### src/rtl/core/wpvs_pkg.sv
package wpvs_pkg;

  localparam int unsigned VolW = 10;
  localparam int unsigned TotW = 24;
  localparam int unsigned CremW = 25;
  localparam int unsigned QDepth = 4;
  localparam int unsigned QPtrW = 2;
  localparam int unsigned MaxFileBytesDef = 8388608;

  localparam logic [VolW-1:0] VolReset = 10'd1000;
  localparam logic [25:0] Div = 26'd1000;
  localparam logic [22:0] RecipK = 23'd4294967;
  localparam logic [TotW:0] MinFileBytes = 25'd44;

  localparam logic [31:0] TagRiff = 32'h52494646;
  localparam logic [31:0] TagWave = 32'h57415645;
  localparam logic [31:0] TagFmt = 32'h666D7420;
  localparam logic [31:0] TagData = 32'h64617461;

  localparam logic [15:0] FmtPcm = 16'd1;
  localparam logic RegVolume = 1'b0;
  localparam logic RegTotal = 1'b1;

  typedef enum logic [2:0] {
    PH_HEADER,
    PH_CHUNK_HDR,
    PH_SKIP,
    PH_FMT,
    PH_DATA8,
    PH_DATA16,
    PH_DONE
  } phase_e;

  typedef enum logic [1:0] {
    K_PASS,
    K_S8,
    K_S16
  } kind_e;

  typedef struct packed {
    kind_e       kind;
    logic [15:0] data;
    logic        last;
    logic        scaled;
  } qitem_t;

endpackage

### src/rtl/core/wav_pcm_volume_scaler_unit.sv
// Channel   Handshake                  Payload
// input     in_valid_i / in_stall_o    in_byte_i
// output    out_valid_o / out_stall_i  out_byte_o, run_last_o, file_end_o, was_scaled_o
// config    psel/penable/pwrite/pready paddr, pwdata, prdata
//
// One input item is accepted per cycle while the queue is not full; a 16-bit sample
// gives two result items, low byte then high byte, and the output register sets the
// rate at one result per cycle while out_stall_i is low. An accepted item passes
// through the queue, the multiply and reciprocal stages and the output register.
// Reset clears the parser, the queue and all valid flags; volume resets to 1000.
// The input stalls only when the four-entry queue is full.
module wav_pcm_volume_scaler_unit #(
  parameter int unsigned MaxFileBytes = wpvs_pkg::MaxFileBytesDef
) (
  input  logic        clk_i,
  input  logic        rst_ni,
  input  logic        in_valid_i,
  output logic        in_stall_o,
  input  logic [7:0]  in_byte_i,
  output logic        out_valid_o,
  input  logic        out_stall_i,
  output logic [7:0]  out_byte_o,
  output logic        run_last_o,
  output logic        file_end_o,
  output logic        was_scaled_o,
  input  logic        psel,
  input  logic        penable,
  input  logic        pwrite,
  input  logic [2:0]  paddr,
  input  logic [31:0] pwdata,
  output logic [31:0] prdata,
  output logic        pready
);
  import wpvs_pkg::*;

  logic [VolW-1:0] vol_q;
  logic [TotW-1:0] tot_q;
  logic            cfg_wr;
  logic            q_full;
  logic            push;
  qitem_t          push_item;
  logic            q_valid;
  qitem_t          q_head;
  logic            q_pop;

  assign pready = 1'b1;
  assign cfg_wr = psel && penable && pwrite && pready;

  always_ff @(posedge clk_i or negedge rst_ni) begin
    if (!rst_ni) begin
      vol_q <= VolReset;
      tot_q <= '0;
    end else if (cfg_wr) begin
      unique case (paddr[2])
        RegVolume: vol_q <= pwdata[VolW-1:0];
        default:   tot_q <= pwdata[TotW-1:0];
      endcase
    end
  end

  always_comb begin
    unique case (paddr[2])
      RegVolume: prdata = {22'b0, vol_q};
      default:   prdata = {8'b0, tot_q};
    endcase
  end

  wpvs_front #(
    .MaxFileBytes(MaxFileBytes)
  ) u_front (
    .clk_i        (clk_i),
    .rst_ni       (rst_ni),
    .in_valid_i   (in_valid_i),
    .in_byte_i    (in_byte_i),
    .in_stall_o   (in_stall_o),
    .total_bytes_i(tot_q),
    .q_full_i     (q_full),
    .push_o       (push),
    .push_item_o  (push_item)
  );

  wpvs_queue u_queue (
    .clk_i      (clk_i),
    .rst_ni     (rst_ni),
    .push_i     (push),
    .push_item_i(push_item),
    .full_o     (q_full),
    .pop_i      (q_pop),
    .valid_o    (q_valid),
    .head_o     (q_head)
  );

  wpvs_back u_back (
    .clk_i       (clk_i),
    .rst_ni      (rst_ni),
    .q_valid_i   (q_valid),
    .q_item_i    (q_head),
    .q_pop_o     (q_pop),
    .volume_i    (vol_q),
    .out_valid_o (out_valid_o),
    .out_stall_i (out_stall_i),
    .out_byte_o  (out_byte_o),
    .run_last_o  (run_last_o),
    .file_end_o  (file_end_o),
    .was_scaled_o(was_scaled_o)
  );

  a_pair_follows: assert property (@(posedge clk_i) disable iff (!rst_ni)
    out_valid_o && !out_stall_i && !run_last_o |=> out_valid_o && run_last_o)
    else $error("high byte of a sample did not follow its low byte");

  a_end_is_last: assert property (@(posedge clk_i) disable iff (!rst_ni)
    out_valid_o && file_end_o |-> run_last_o)
    else $error("file end flagged on a result that is not the last of its item");

  a_scaled_at_end: assert property (@(posedge clk_i) disable iff (!rst_ni)
    out_valid_o && was_scaled_o |-> file_end_o)
    else $error("scaled flag reported away from the file end");

endmodule

### src/rtl/core/wpvs_front.sv
module wpvs_front #(
  parameter int unsigned MaxFileBytes = wpvs_pkg::MaxFileBytesDef
) (
  input  logic                      clk_i,
  input  logic                      rst_ni,
  input  logic                      in_valid_i,
  input  logic [7:0]                in_byte_i,
  output logic                      in_stall_o,
  input  logic [wpvs_pkg::TotW-1:0] total_bytes_i,
  input  logic                      q_full_i,
  output logic                      push_o,
  output wpvs_pkg::qitem_t          push_item_o
);
  import wpvs_pkg::*;

  localparam logic [TotW:0] MaxB = (TotW + 1)'(MaxFileBytes);

  phase_e            phase_q, phase_d;
  logic [TotW-1:0]   pos_q, pos_d;
  logic [CremW-1:0]  crem_q, crem_d;
  logic [63:0]       shift_q, shift_d;
  logic [4:0]        fmt_off_q, fmt_off_d;
  logic [15:0]       fmt_tag_q, fmt_tag_d;
  logic [15:0]       bits_q, bits_d;
  logic [7:0]        held_q, held_d;
  logic              pend_q, pend_d;
  logic              scaled_q, scaled_d;

  logic              accept;
  logic              last;
  logic              room_ok;
  logic [63:0]       shift_nx;
  logic [31:0]       hdr_id;
  logic [31:0]       hdr_lo;
  logic [31:0]       hdr_len;
  logic [TotW:0]     body;
  logic [TotW:0]     avail;
  logic              hdr_fail;
  logic [CremW-1:0]  padded;
  logic [CremW-1:0]  rem_nx;
  logic              fmt_ok;

  assign accept = in_valid_i && !q_full_i;
  assign in_stall_o = q_full_i;

  assign last = ({1'b0, pos_q} + 25'd1) >= {1'b0, total_bytes_i};
  assign room_ok = ({2'b00, pos_q} + 26'd9) <= {2'b00, total_bytes_i};
  assign shift_nx = {shift_q[55:0], in_byte_i};
  assign hdr_id = shift_nx[63:32];
  assign hdr_lo = shift_nx[31:0];
  assign hdr_len = {hdr_lo[7:0], hdr_lo[15:8], hdr_lo[23:16], hdr_lo[31:24]};
  assign body = {1'b0, pos_q} + 25'd1;
  assign avail = {1'b0, total_bytes_i} - body;
  assign hdr_fail = (body > {1'b0, total_bytes_i}) || ({1'b0, hdr_len} > {8'b0, avail});
  assign padded = hdr_len[CremW-1:0] + {{(CremW-1){1'b0}}, hdr_len[0]};
  assign rem_nx = crem_q - 25'd1;
  assign fmt_ok = (fmt_tag_q == FmtPcm) && ((bits_q == 16'd8) || (bits_q == 16'd16));

  always_comb begin
    phase_d   = phase_q;
    pos_d     = pos_q;
    crem_d    = crem_q;
    shift_d   = shift_q;
    fmt_off_d = fmt_off_q;
    fmt_tag_d = fmt_tag_q;
    bits_d    = bits_q;
    held_d    = held_q;
    pend_d    = pend_q;
    scaled_d  = scaled_q;
    push_o    = 1'b0;
    push_item_o.kind   = K_PASS;
    push_item_o.data   = {8'h00, in_byte_i};
    push_item_o.last   = last;
    push_item_o.scaled = 1'b0;
    if (accept) begin
      unique case (phase_q)
        PH_HEADER: begin
          push_o = 1'b1;
          shift_d = shift_nx;
          if ((pos_q == 24'd3) && (shift_nx[31:0] != TagRiff)) begin
            phase_d = PH_DONE;
          end else if (pos_q == 24'd11) begin
            if ((shift_nx[31:0] != TagWave) || ({1'b0, total_bytes_i} < MinFileBytes) ||
                ({1'b0, total_bytes_i} > MaxB) || !room_ok) begin
              phase_d = PH_DONE;
            end else begin
              phase_d = PH_CHUNK_HDR;
              crem_d  = 25'd8;
              shift_d = '0;
            end
          end
        end
        PH_CHUNK_HDR: begin
          push_o = 1'b1;
          shift_d = shift_nx;
          crem_d = rem_nx;
          if (rem_nx == '0) begin
            priority if (hdr_fail) begin
              phase_d = PH_DONE;
            end else if ((hdr_id == TagFmt) && (hdr_len >= 32'd16)) begin
              phase_d   = PH_FMT;
              fmt_off_d = '0;
              crem_d    = padded;
            end else if (hdr_id == TagData) begin
              if (!fmt_ok) begin
                phase_d = PH_DONE;
              end else begin
                scaled_d = 1'b1;
                crem_d   = hdr_len[CremW-1:0];
                if (hdr_len == 32'd0) begin
                  phase_d = PH_DONE;
                end else if (bits_q == 16'd8) begin
                  phase_d = PH_DATA8;
                end else begin
                  phase_d = PH_DATA16;
                end
              end
            end else begin
              phase_d = PH_SKIP;
              crem_d  = padded;
              if (padded == '0) begin
                if (room_ok) begin
                  phase_d = PH_CHUNK_HDR;
                  crem_d  = 25'd8;
                  shift_d = '0;
                end else begin
                  phase_d = PH_DONE;
                end
              end
            end
          end
        end
        PH_SKIP, PH_FMT: begin
          push_o = 1'b1;
          if (phase_q == PH_FMT) begin
            if (fmt_off_q == 5'd0) fmt_tag_d = {fmt_tag_q[15:8], in_byte_i};
            if (fmt_off_q == 5'd1) fmt_tag_d = {in_byte_i, fmt_tag_q[7:0]};
            if (fmt_off_q == 5'd14) bits_d = {bits_q[15:8], in_byte_i};
            if (fmt_off_q == 5'd15) bits_d = {in_byte_i, bits_q[7:0]};
            if (fmt_off_q != 5'd16) fmt_off_d = fmt_off_q + 5'd1;
          end
          crem_d = rem_nx;
          if (rem_nx == '0) begin
            if (room_ok) begin
              phase_d = PH_CHUNK_HDR;
              crem_d  = 25'd8;
              shift_d = '0;
            end else begin
              phase_d = PH_DONE;
            end
          end
        end
        PH_DATA8: begin
          push_o = 1'b1;
          push_item_o.kind = K_S8;
          crem_d = rem_nx;
          if (rem_nx == '0) phase_d = PH_DONE;
        end
        PH_DATA16: begin
          if (pend_q) begin
            push_o = 1'b1;
            push_item_o.kind = K_S16;
            push_item_o.data = {in_byte_i, held_q};
            pend_d = 1'b0;
            held_d = '0;
          end else if ((crem_q == 25'd1) || last) begin
            push_o = 1'b1;
          end else begin
            held_d = in_byte_i;
            pend_d = 1'b1;
          end
          crem_d = rem_nx;
          if (rem_nx == '0) phase_d = PH_DONE;
        end
        default: begin
          push_o = 1'b1;
        end
      endcase
      push_item_o.scaled = scaled_d;
      pos_d = pos_q + 24'd1;
      if (last) begin
        phase_d   = PH_HEADER;
        pos_d     = '0;
        crem_d    = '0;
        shift_d   = '0;
        fmt_off_d = '0;
        fmt_tag_d = '0;
        bits_d    = '0;
        held_d    = '0;
        pend_d    = 1'b0;
        scaled_d  = 1'b0;
      end
    end
  end

  always_ff @(posedge clk_i or negedge rst_ni) begin
    if (!rst_ni) begin
      phase_q   <= PH_HEADER;
      pos_q     <= '0;
      crem_q    <= '0;
      shift_q   <= '0;
      fmt_off_q <= '0;
      fmt_tag_q <= '0;
      bits_q    <= '0;
      held_q    <= '0;
      pend_q    <= 1'b0;
      scaled_q  <= 1'b0;
    end else begin
      phase_q   <= phase_d;
      pos_q     <= pos_d;
      crem_q    <= crem_d;
      shift_q   <= shift_d;
      fmt_off_q <= fmt_off_d;
      fmt_tag_q <= fmt_tag_d;
      bits_q    <= bits_d;
      held_q    <= held_d;
      pend_q    <= pend_d;
      scaled_q  <= scaled_d;
    end
  end

endmodule

### src/rtl/core/wpvs_queue.sv
module wpvs_queue (
  input  logic             clk_i,
  input  logic             rst_ni,
  input  logic             push_i,
  input  wpvs_pkg::qitem_t push_item_i,
  output logic             full_o,
  input  logic             pop_i,
  output logic             valid_o,
  output wpvs_pkg::qitem_t head_o
);
  import wpvs_pkg::*;

  qitem_t           mem [QDepth];
  logic [QPtrW-1:0] wr_q;
  logic [QPtrW-1:0] rd_q;
  logic [QPtrW:0]   cnt_q;
  logic             do_push;
  logic             do_pop;

  assign full_o  = cnt_q == (QPtrW + 1)'(QDepth);
  assign valid_o = cnt_q != '0;
  assign head_o  = mem[rd_q];
  assign do_push = push_i && !full_o;
  assign do_pop  = pop_i && valid_o;

  always_ff @(posedge clk_i) begin
    if (do_push) begin
      mem[wr_q] <= push_item_i;
    end
  end

  always_ff @(posedge clk_i or negedge rst_ni) begin
    if (!rst_ni) begin
      wr_q  <= '0;
      rd_q  <= '0;
      cnt_q <= '0;
    end else begin
      if (do_push) wr_q <= wr_q + 1'b1;
      if (do_pop) rd_q <= rd_q + 1'b1;
      cnt_q <= cnt_q + (QPtrW + 1)'(do_push) - (QPtrW + 1)'(do_pop);
    end
  end

endmodule

### src/rtl/core/wpvs_back.sv
module wpvs_back (
  input  logic                      clk_i,
  input  logic                      rst_ni,
  input  logic                      q_valid_i,
  input  wpvs_pkg::qitem_t          q_item_i,
  output logic                      q_pop_o,
  input  logic [wpvs_pkg::VolW-1:0] volume_i,
  output logic                      out_valid_o,
  input  logic                      out_stall_i,
  output logic [7:0]                out_byte_o,
  output logic                      run_last_o,
  output logic                      file_end_o,
  output logic                      was_scaled_o
);
  import wpvs_pkg::*;

  // Stage 1: signed sample times volume.
  logic               s1_v_q;
  kind_e              s1_kind_q;
  logic [7:0]         s1_byte_q;
  logic               s1_last_q;
  logic               s1_scaled_q;
  logic signed [27:0] s1_prod_q;
  logic signed [16:0] smp;
  logic signed [27:0] prod;

  // Stage 2: magnitude and reciprocal estimate of the quotient.
  logic               s2_v_q;
  kind_e              s2_kind_q;
  logic [7:0]         s2_byte_q;
  logic               s2_last_q;
  logic               s2_scaled_q;
  logic               s2_neg_q;
  logic [25:0]        s2_mag_q;
  logic [15:0]        s2_qe_q;
  logic [27:0]        mag;
  logic [48:0]        recip;

  // Output register with a second slot for the high byte of a sample.
  logic               out_v_q, out_v_d;
  logic [7:0]         out_byte_q, out_byte_d;
  logic               out_rl_q, out_rl_d;
  logic               out_fe_q, out_fe_d;
  logic               out_ws_q, out_ws_d;
  logic               hi_pend_q, hi_pend_d;
  logic [7:0]         hi_byte_q, hi_byte_d;
  logic               hi_fe_q, hi_fe_d;
  logic               hi_ws_q, hi_ws_d;

  logic [25:0]        qk;
  logic [25:0]        remd;
  logic [16:0]        qfix;
  logic signed [17:0] vs;
  logic signed [17:0] r8;
  logic [7:0]         res8;
  logic [15:0]        res16;

  logic               load_ok;
  logic               adv2;
  logic               adv1;

  assign load_ok = !out_v_q || (!out_stall_i && !hi_pend_q);
  assign adv2    = !s2_v_q || load_ok;
  assign adv1    = !s1_v_q || adv2;
  assign q_pop_o = q_valid_i && adv1;

  always_comb begin
    if (q_item_i.kind == K_S16) begin
      smp = $signed({q_item_i.data[15], q_item_i.data});
    end else begin
      smp = $signed({9'b0, q_item_i.data[7:0]}) - 17'sd128;
    end
    prod = smp * $signed({1'b0, volume_i});
  end

  assign mag   = s1_prod_q[27] ? (28'd0 - s1_prod_q) : s1_prod_q;
  assign recip = 49'(mag[25:0]) * 49'(RecipK);

  always_comb begin
    qk    = 26'(s2_qe_q) * Div;
    remd  = s2_mag_q - qk;
    qfix  = {1'b0, s2_qe_q} + {16'b0, remd >= Div};
    vs    = s2_neg_q ? $signed(18'd0 - {1'b0, qfix}) : $signed({1'b0, qfix});
    r8    = vs + 18'sd128;
    if (r8 < 18'sd0) begin
      res8 = 8'd0;
    end else if (r8 > 18'sd255) begin
      res8 = 8'd255;
    end else begin
      res8 = r8[7:0];
    end
    if (vs < -18'sd32768) begin
      res16 = 16'h8000;
    end else if (vs > 18'sd32767) begin
      res16 = 16'h7FFF;
    end else begin
      res16 = vs[15:0];
    end
  end

  always_comb begin
    out_v_d    = out_v_q;
    out_byte_d = out_byte_q;
    out_rl_d   = out_rl_q;
    out_fe_d   = out_fe_q;
    out_ws_d   = out_ws_q;
    hi_pend_d  = hi_pend_q;
    hi_byte_d  = hi_byte_q;
    hi_fe_d    = hi_fe_q;
    hi_ws_d    = hi_ws_q;
    if (out_v_q && !out_stall_i) begin
      if (hi_pend_q) begin
        out_byte_d = hi_byte_q;
        out_rl_d   = 1'b1;
        out_fe_d   = hi_fe_q;
        out_ws_d   = hi_ws_q;
        hi_pend_d  = 1'b0;
      end else begin
        out_v_d = 1'b0;
      end
    end
    if (s2_v_q && load_ok) begin
      out_v_d = 1'b1;
      unique case (s2_kind_q)
        K_S16: begin
          out_byte_d = res16[7:0];
          out_rl_d   = 1'b0;
          out_fe_d   = 1'b0;
          out_ws_d   = 1'b0;
          hi_pend_d  = 1'b1;
          hi_byte_d  = res16[15:8];
          hi_fe_d    = s2_last_q;
          hi_ws_d    = s2_last_q && s2_scaled_q;
        end
        K_S8: begin
          out_byte_d = res8;
          out_rl_d   = 1'b1;
          out_fe_d   = s2_last_q;
          out_ws_d   = s2_last_q && s2_scaled_q;
        end
        default: begin
          out_byte_d = s2_byte_q;
          out_rl_d   = 1'b1;
          out_fe_d   = s2_last_q;
          out_ws_d   = s2_last_q && s2_scaled_q;
        end
      endcase
    end
  end

  always_ff @(posedge clk_i or negedge rst_ni) begin
    if (!rst_ni) begin
      s1_v_q    <= 1'b0;
      s2_v_q    <= 1'b0;
      out_v_q   <= 1'b0;
      hi_pend_q <= 1'b0;
    end else begin
      if (adv1) s1_v_q <= q_valid_i;
      if (adv2) s2_v_q <= s1_v_q;
      out_v_q   <= out_v_d;
      hi_pend_q <= hi_pend_d;
    end
  end

  always_ff @(posedge clk_i) begin
    if (adv1) begin
      s1_kind_q   <= q_item_i.kind;
      s1_byte_q   <= q_item_i.data[7:0];
      s1_last_q   <= q_item_i.last;
      s1_scaled_q <= q_item_i.scaled;
      s1_prod_q   <= prod;
    end
    if (adv2) begin
      s2_kind_q   <= s1_kind_q;
      s2_byte_q   <= s1_byte_q;
      s2_last_q   <= s1_last_q;
      s2_scaled_q <= s1_scaled_q;
      s2_neg_q    <= s1_prod_q[27];
      s2_mag_q    <= mag[25:0];
      s2_qe_q     <= recip[47:32];
    end
    out_byte_q <= out_byte_d;
    out_rl_q   <= out_rl_d;
    out_fe_q   <= out_fe_d;
    out_ws_q   <= out_ws_d;
    hi_byte_q  <= hi_byte_d;
    hi_fe_q    <= hi_fe_d;
    hi_ws_q    <= hi_ws_d;
  end

  assign out_valid_o  = out_v_q;
  assign out_byte_o   = out_byte_q;
  assign run_last_o   = out_rl_q;
  assign file_end_o   = out_fe_q;
  assign was_scaled_o = out_ws_q;

endmodule

### config.mk
export PLATFORM = sky130hd
export DESIGN_NAME = wav_pcm_volume_scaler_unit
export DESIGN_NICKNAME = d
export VERILOG_FILES = /design/src/rtl/core/wpvs_pkg.sv /design/src/rtl/core/wav_pcm_volume_scaler_unit.sv /design/src/rtl/core/wpvs_front.sv /design/src/rtl/core/wpvs_queue.sv /design/src/rtl/core/wpvs_back.sv
export SDC_FILE = /design/constraint.sdc
export NUM_CORES = 2
export LEC_CHECK = 0
export ABC_CLOCK_PERIOD_IN_PS = 16900
export BUFFER_PORTS_ARGS = -buffer_cell sky130_fd_sc_hd__buf_2
export CAP_MARGIN = 20
export CORE_MARGIN = 3
export CORE_UTILIZATION = 70
export DETAILED_ROUTE_END_ITERATION = 8
export GPL_ROUTABILITY_DRIVEN = 0
export PLACE_DENSITY = 0.84
export SETUP_SLACK_MARGIN = 0.5
export SKIP_CTS_REPAIR_TIMING = 1
export SYNTH_ARGS = -nofsm -noshare
export SYNTH_HDL_FRONTEND = slang
export SYNTH_SLANG_ARGS = --single-unit
### constraint.sdc
create_clock -name clk_i -period 16.9 [get_ports clk_i]
set_input_delay 4.225 -clock clk_i [delete_from_list [all_inputs] [get_ports clk_i]]
set_output_delay 4.225 -clock clk_i [all_outputs]
set_load 0.02 [all_outputs]
-- Yosys cells after proc, flatten, opt, wreduce, memory -nomap -nowiden
Memory sizes are Yosys's and may differ from the RTL's.
Cells that the tools add are included.
- RAM bits: 80
- memories: 1
- word-level logic and storage cells: 294
- output and inout port bits: 46
- flip-flop bits (word level): 316
- input port bits: 50
- bits in read-only memories: 0
- bits in latches: 0
- memories (memory ; words ; bits a word ; read ports ; clocked after Yosys merged registers in ; wr ports ; RTL line ; text):
    u_queue.mem ; 4 ; 20 ; 1 ; 0 ; 1 ; wpvs_queue.sv:13 ; qitem_t mem [QDepth];
- muxes and demuxes: 117
- divide/modulo/power cells: 0
- add/sub/neg operators: 17
- equal/unequal tests: 39
- multiply operators: 3
- reduce and logical (&&, ||, !) cells: 64
- bitwise gates (word level): 1
- order comparisons: 12
- shifts and indexed selects: 0
- operator list (operator ; number):
    56-bit two-way mux ; 12
    25-bit two-way mux ; 13
    56-bit case mux with 3 select lines ; 1
    16-bit two-way mux ; 10
    25-bit case mux with 4 select lines ; 1
    8-bit two-way mux ; 12
    32-bit by 31-bit == test with 1-bit output, second input constant ; 2
    32-bit by 31-bit != test with 1-bit output, second input constant ; 2
    18-bit two-way mux ; 3
    25-bit zero test ; 2
    26-bit by 23-bit multiplier with 48-bit output, second input constant ; 1
    24-bit two-way mux ; 2
    3-bit two-way mux ; 14
    1-bit two-way mux ; 37
    32-bit by 5-bit >= comparator with 1-bit output, second input constant ; 1
    32-bit by 25-bit greater-than comparator with 1-bit output ; 1
    32-bit zero test ; 1
    5-bit two-way mux ; 6
    17-bit by 11-bit multiplier with 28-bit output ; 1
    3-bit by 1-bit != test with 1-bit output, second input constant ; 9
    26-bit by 10-bit >= comparator with 1-bit output, second input constant ; 1
    26-bit by 24-bit less-or-equal comparator with 1-bit output ; 1
    26-bit two-way mux ; 1
    1-bit by 26-bit subtractor with 26-bit output, first input constant ; 1
    other kinds (64) ; 118

-- Logic depth before layout (Yosys ltp)
- depth in word-level cells: 12
- depth in mapped cells: 46
- depth with buffers taken out: 45

-- Modules after synthesis
Synthesis repeated with hierarchy kept, for this count alone.
- cell total of the unflattened synthesis: 4350
- area total of the unflattened synthesis: 42269.3 sq um
- modules (own cells, without submodules) (module ; cells an instance ; area each (sq um) ; times used):
    wpvs_back ; 2504 ; 24385.9 ; 1
    wpvs_front ; 1591 ; 12809.8 ; 1
    wpvs_queue ; 144 ; 3360.7 ; 1
    wav_pcm_volume_scaler_unit ; 111 ; 1712.9 ; 1

-- Worst setup path before layout
Ideal clock, no wire load.
- path type: flip-flop to flip-flop
- start: register u_back.s2_qe_q[1]
- end: register u_back.out_byte_q[7] (netlist: u_back.out_byte_o[7]), data pin
- arrival time: 10.201 ns
- slack: 6.440 ns
- required time: 16.641 ns
- stages on the path, launching flop included: 42
- path buffers: 3
- library setup time: 0.259 ns
- clock period less this slack: 10.460 ns
- cells stage by stage: edfxtp_1 > buf_6 > inv_1 > fa_1 > fa_1 > fa_1 > inv_1 > fa_1 > ha_1 > a21boi_0 > o21ai_0 > a21oi_1 > o21a_1 > o31a_1 > o41ai_1 > o21ba_2 > xor2_1 > ha_1 > [... 6 more ...] > xnor2_1 > xnor2_1 > or4_1 > ha_1 > xnor2_1 > ha_1 > and4_1 > a32oi_1 > and2_1 > clkbuf_1 > or3_1 > buf_2 > o31ai_1 > xnor2_1 > or4_4 > a2111oi_4 > a2bb2oi_4 > o31a_1
- cells in the longest elaborated chain, start to end: 12
- RTL lines (element ; RTL line ; text):
    from (decl) ; wpvs_back.sv:35 ; logic [15:0] s2_qe_q;
    from (signal assigned) ; wpvs_back.sv:180 ; s2_qe_q <= recip[47:32];
    16-bit by 7-bit multiplier with 23-bit output ; wpvs_back.sv:80 ; qk = 26'(s2_qe_q) * Div;
    26-bit subtractor ; wpvs_back.sv:81 ; remd = s2_mag_q - qk;
    26-bit by 10-bit >= comparator with 1-bit output ; wpvs_back.sv:82 ; qfix = {1'b0, s2_qe_q} + {16'b0, remd >= Div};
    16-bit by 1-bit adder with 17-bit output * ; wpvs_back.sv:82 ;
    1-bit by 17-bit subtractor with 18-bit output ; wpvs_back.sv:83 ; vs = s2_neg_q ? $signed(18'd0 - {1'b0, qfix}) : $signed({1'b0, qfix});
    18-bit two-way mux * ; wpvs_back.sv:83 ;
    18-bit by 9-bit adder with 18-bit output ; wpvs_back.sv:84 ; r8 = vs + 18'sd128;
    18-bit by 9-bit greater-than comparator with 1-bit output ; wpvs_back.sv:87 ; end else if (r8 > 18'sd255) begin
    8-bit two-way mux ; wpvs_back.sv:87 ;
    8-bit two-way mux ; wpvs_back.sv:85 ; if (r8 < 18'sd0) begin
    8-bit case mux with 2 select lines * ; wpvs_back.sv:124 ; unique case (s2_kind_q)
    8-bit two-way mux * ; wpvs_back.sv:122 ; if (s2_v_q && load_ok) begin
    via u_back.out_byte_d[7] ; wpvs_back.sv:41 ; logic [7:0] out_byte_q, out_byte_d;
    to (signal assigned) ; wpvs_back.sv:182 ; out_byte_q <= out_byte_d;
    to (decl) ; wpvs_back.sv:41 ;
The timed path passes the listed nets; every way through them passes the cells marked *.
A chain may end at the register's enable or synchronous reset.

-- Final worst setup path
Same ends and word-level chain as after synthesis.

==> flow_summary.yaml <==
status:
  run_status: "completed"
timing:
  setup_repair_after_global_routing_missed_its_margin: "false"
  slew_violations: 0
  max_freq_mhz: 82.5
  timing.max_slew.rel_slack_pct: 28.6
  period_needed_ns: 12.13
  period_share_pct: 71.7
  tightestPinTransition_ns: 1.06
  fin_setup_tns_ns: 0
  fin_worst_skew_ns: 0.0302
  timing_hold_violations_final: 0
  setup_viol: 0
routing:
  antenna_violating_nets_post_route: 0
  drt-total-wl_um: 101000
  drt_iter0_drcs: 2864
  wire_per_inst_um: 19.7
  vias: 31900
  first_pass_iters: 7
  per_cell_via_count_in_the_routed_design: 6.19
  post_route_drc_violation_count: 0
layout:
  synthToLayoutAreaGrowth_pct: 5.86
  mostFrequentLayoutCells: "sky130_fd_sc_hd__inv_1, sky130_fd_sc_hd__ha_1, sky130_fd_sc_hd__fa_1"
  design.final.nets: 5275
  footprint_of_the_flip_flops_and_latches_um2: 10800
  most_common_cell_after_layout_fill_and_taps_aside: "sky130_fd_sc_hd__inv_1"
  area_occupied_by_multi_input_gates_um2: 27600
  layout-drive-gt1-share_pct: 7.26
  fill_cells: 4029
grt:
  grt_start_max_net_pins: 80
  first_global_vias: 32900
  antenna_found_initial: 3
  grt_first_pass_wirelength_um: 168000
  grt-ovfl-total: 0
  grt_usage_pct: 32.9
critical_path:
  worst_path_largest_cell_delay_ns: 0.67
  critPathCaptureType: "flip-flop"
  path_delay_family: "compound AO/OA/AOI/OAI gates"
  crit_path_start_kind: "flip-flop"
  crit_fanout: 14
  worstPathArrival_ns: 12.47
  critical_path.most_common_cell: "sky130_fd_sc_hd__o21ai_0"
  worstPathRequired_ns: 17.24
  critPathSlowestCell: "sky130_fd_sc_hd__edfxtp_1"
  path_buf_inv: 2
  critical_path_class: "reg2reg"
logic_synthesis:
  synth.yosys.seq_area_share_pct: 25.8
  ys.warnings.count: 0
  synth-seq-cells: 392
  number_of_enable_flip_flop_cells_after_synthesis: 192
  postSynthAreaPerCell_um2: 9.62
  yosys_most_used_dff: "sky130_fd_sc_hd__dfrtp_1"
  post_synth_instance_area_um2: 41800
  synth-async-reset-ratio_pct: 51.0
  post_synthesis_cell_type_count: 102
  synthCells: 4339
placement:
  dp_hpwl_um: 77200
  buffer_ports.inserted: 76
floorplan:
  number_of_i_o_pins: 96
  fp-row-count: 88
  initial_core_util_pct: 71.6
  die_h_um: 250
  die_w_um: 250
  design.die.area_um2: 62600
  core-area_um2: 58400
min_path:
  hold_class: "reg2reg"
clock_tree:
  tritoncts_clock_tree: "built"
  clock_sink_count: 392
  htreeDepth: 2
  worst_case_clock_buffer_depth: 3
  clock_tree.root_cell: "sky130_fd_sc_hd__clkbuf_16"
  clock_latency_on_the_worst_skew_pair_ns: 0.60
  number_of_buffers_inserted_during_clock_tree_synthesis: 43
  clk_pin_slew_worst_paths_ns: 0.07
run:
  max_cap_viol_count: 0
-- synthesized netlist by cell type, drive strengths merged (8+ instances only) --
library cell  count  area, um^2
and3             38         238
xnor2           151        1330
nand3            96         480
a211oi           10        75.1
clkbuf          129         484
o22ai             9        56.3
nor2b            22         138
nand2b           27         169
xor2             66         578
a22o             56         490
or3              21         131
fa              373        7470
o31ai            37         292
a21o             55         413
inv             752        2820
nor2            174         653
edfxtp          192        5770
ha              506        6330
and2            133         832
mux2             59         664
o21a             26         196
a21boi            8        60.1
nand4            67         425
mux2i             8        80.1
nor3b            12        90.1
and4             16         140
buf              33         193
o21ai           208        1050
nor3             66         358
a32oi             9        78.8
o41ai            12         113
o211ai           21         158
dfrtp           194        4850
nor4             56         387
nand2           333        1250
o31a             11        96.3
a21oi           160         812
or2              16         103
or4              19         154
a31oi            29         181
a22oi            11        82.6
mux4             20         450
-- area by class of cell --
class                           count  share of cell area (%)
Timing Repair Buffer              117                    1.58
Clock inverter                     28                   0.657
Sequential cell                   392                    24.4
Clock buffer                       51                    2.50
Multi-Input combinational cell   3040                    62.3
Inverter                          752                    6.39
Antenna cell                        1                 0.00566
Tap cell                          765                    2.17
-- state kept, by name, summed over array words and instances (netlist names), 23 cells and up --
register	count
tot_q	24
u_back.s1_prod_q	27
u_back.s2_mag_q	23
u_front.crem_q	25
u_front.pos_q	24
u_front.shift_q	56
u_queue.mem	80
-- metrics by stage --
step / instance area (um^2) / worst slack (ns) / utilization [%] / hold slack (ns) / instances
5_1_grt: 44200 / 4.09 / 75.8 / 0.419 / 5146
4_1_cts: 44200 / 4.96 / 75.7 / 0.413 / 5145
6_report: 44200 / 4.77 / 75.8 / 0.415 / 5146
3_3_place_gp: 42800 / 5.23 / 73.4 / 0.402 / 5066
2_1_floorplan: 41800 / 6.44 / - / 0.400 / 4346
3_5_place_dp: 42800 / 5.12 / 73.4 / 0.405 / 5066
-- final timing paths --
check,slack (ns),endpoint,cells past startpoint,startpoint
worst max-delay path,4.77,u_back.out_byte_o[7],40,u_back.s2_qe_q[1]
worst min-delay path,0.42,u_back.s2_scaled_q,0,u_back.s1_scaled_q
worst max register to register,4.77,u_back.out_byte_o[7],40,u_back.s2_qe_q[1]
worst min register to register,0.42,u_back.s2_scaled_q,0,u_back.s1_scaled_q
max in group asynchronous,11.86,u_front.shift_q[22],2,rst_ni
min in group asynchronous,3.61,u_back.s1_v_q,1,rst_ni
-- metal layers --
metal  routed length, um  track usage, %  vias to the layer above
met5                  23               0                        -
met4                4590            13.8                        4
met3                7010            5.29                      317
met2               49800            55.6                     1293
met1               39900            42.3                    15500
li1                    -               -                    14700
-- cell families after synthesis --
| family | count (synthesis) | synth area share, % |
|---|---|---|
| other | 2 | 0.0180 |
| adder cells (fa/ha/maj) | 879 | 33.0 |
| AND/OR/NAND/NOR | 1118 | 13.8 |
| buffers and inverters | 914 | 8.38 |
| AO/OA/AOI/OAI | 730 | 11.6 |
| XOR/XNOR | 217 | 4.57 |
| multiplexers | 87 | 2.86 |
| flip-flops | 392 | 25.8 |
Power is left out: the tool's default activity adds up to more than one toggle a clock period on the data nets, which glitch-free logic cannot reach.
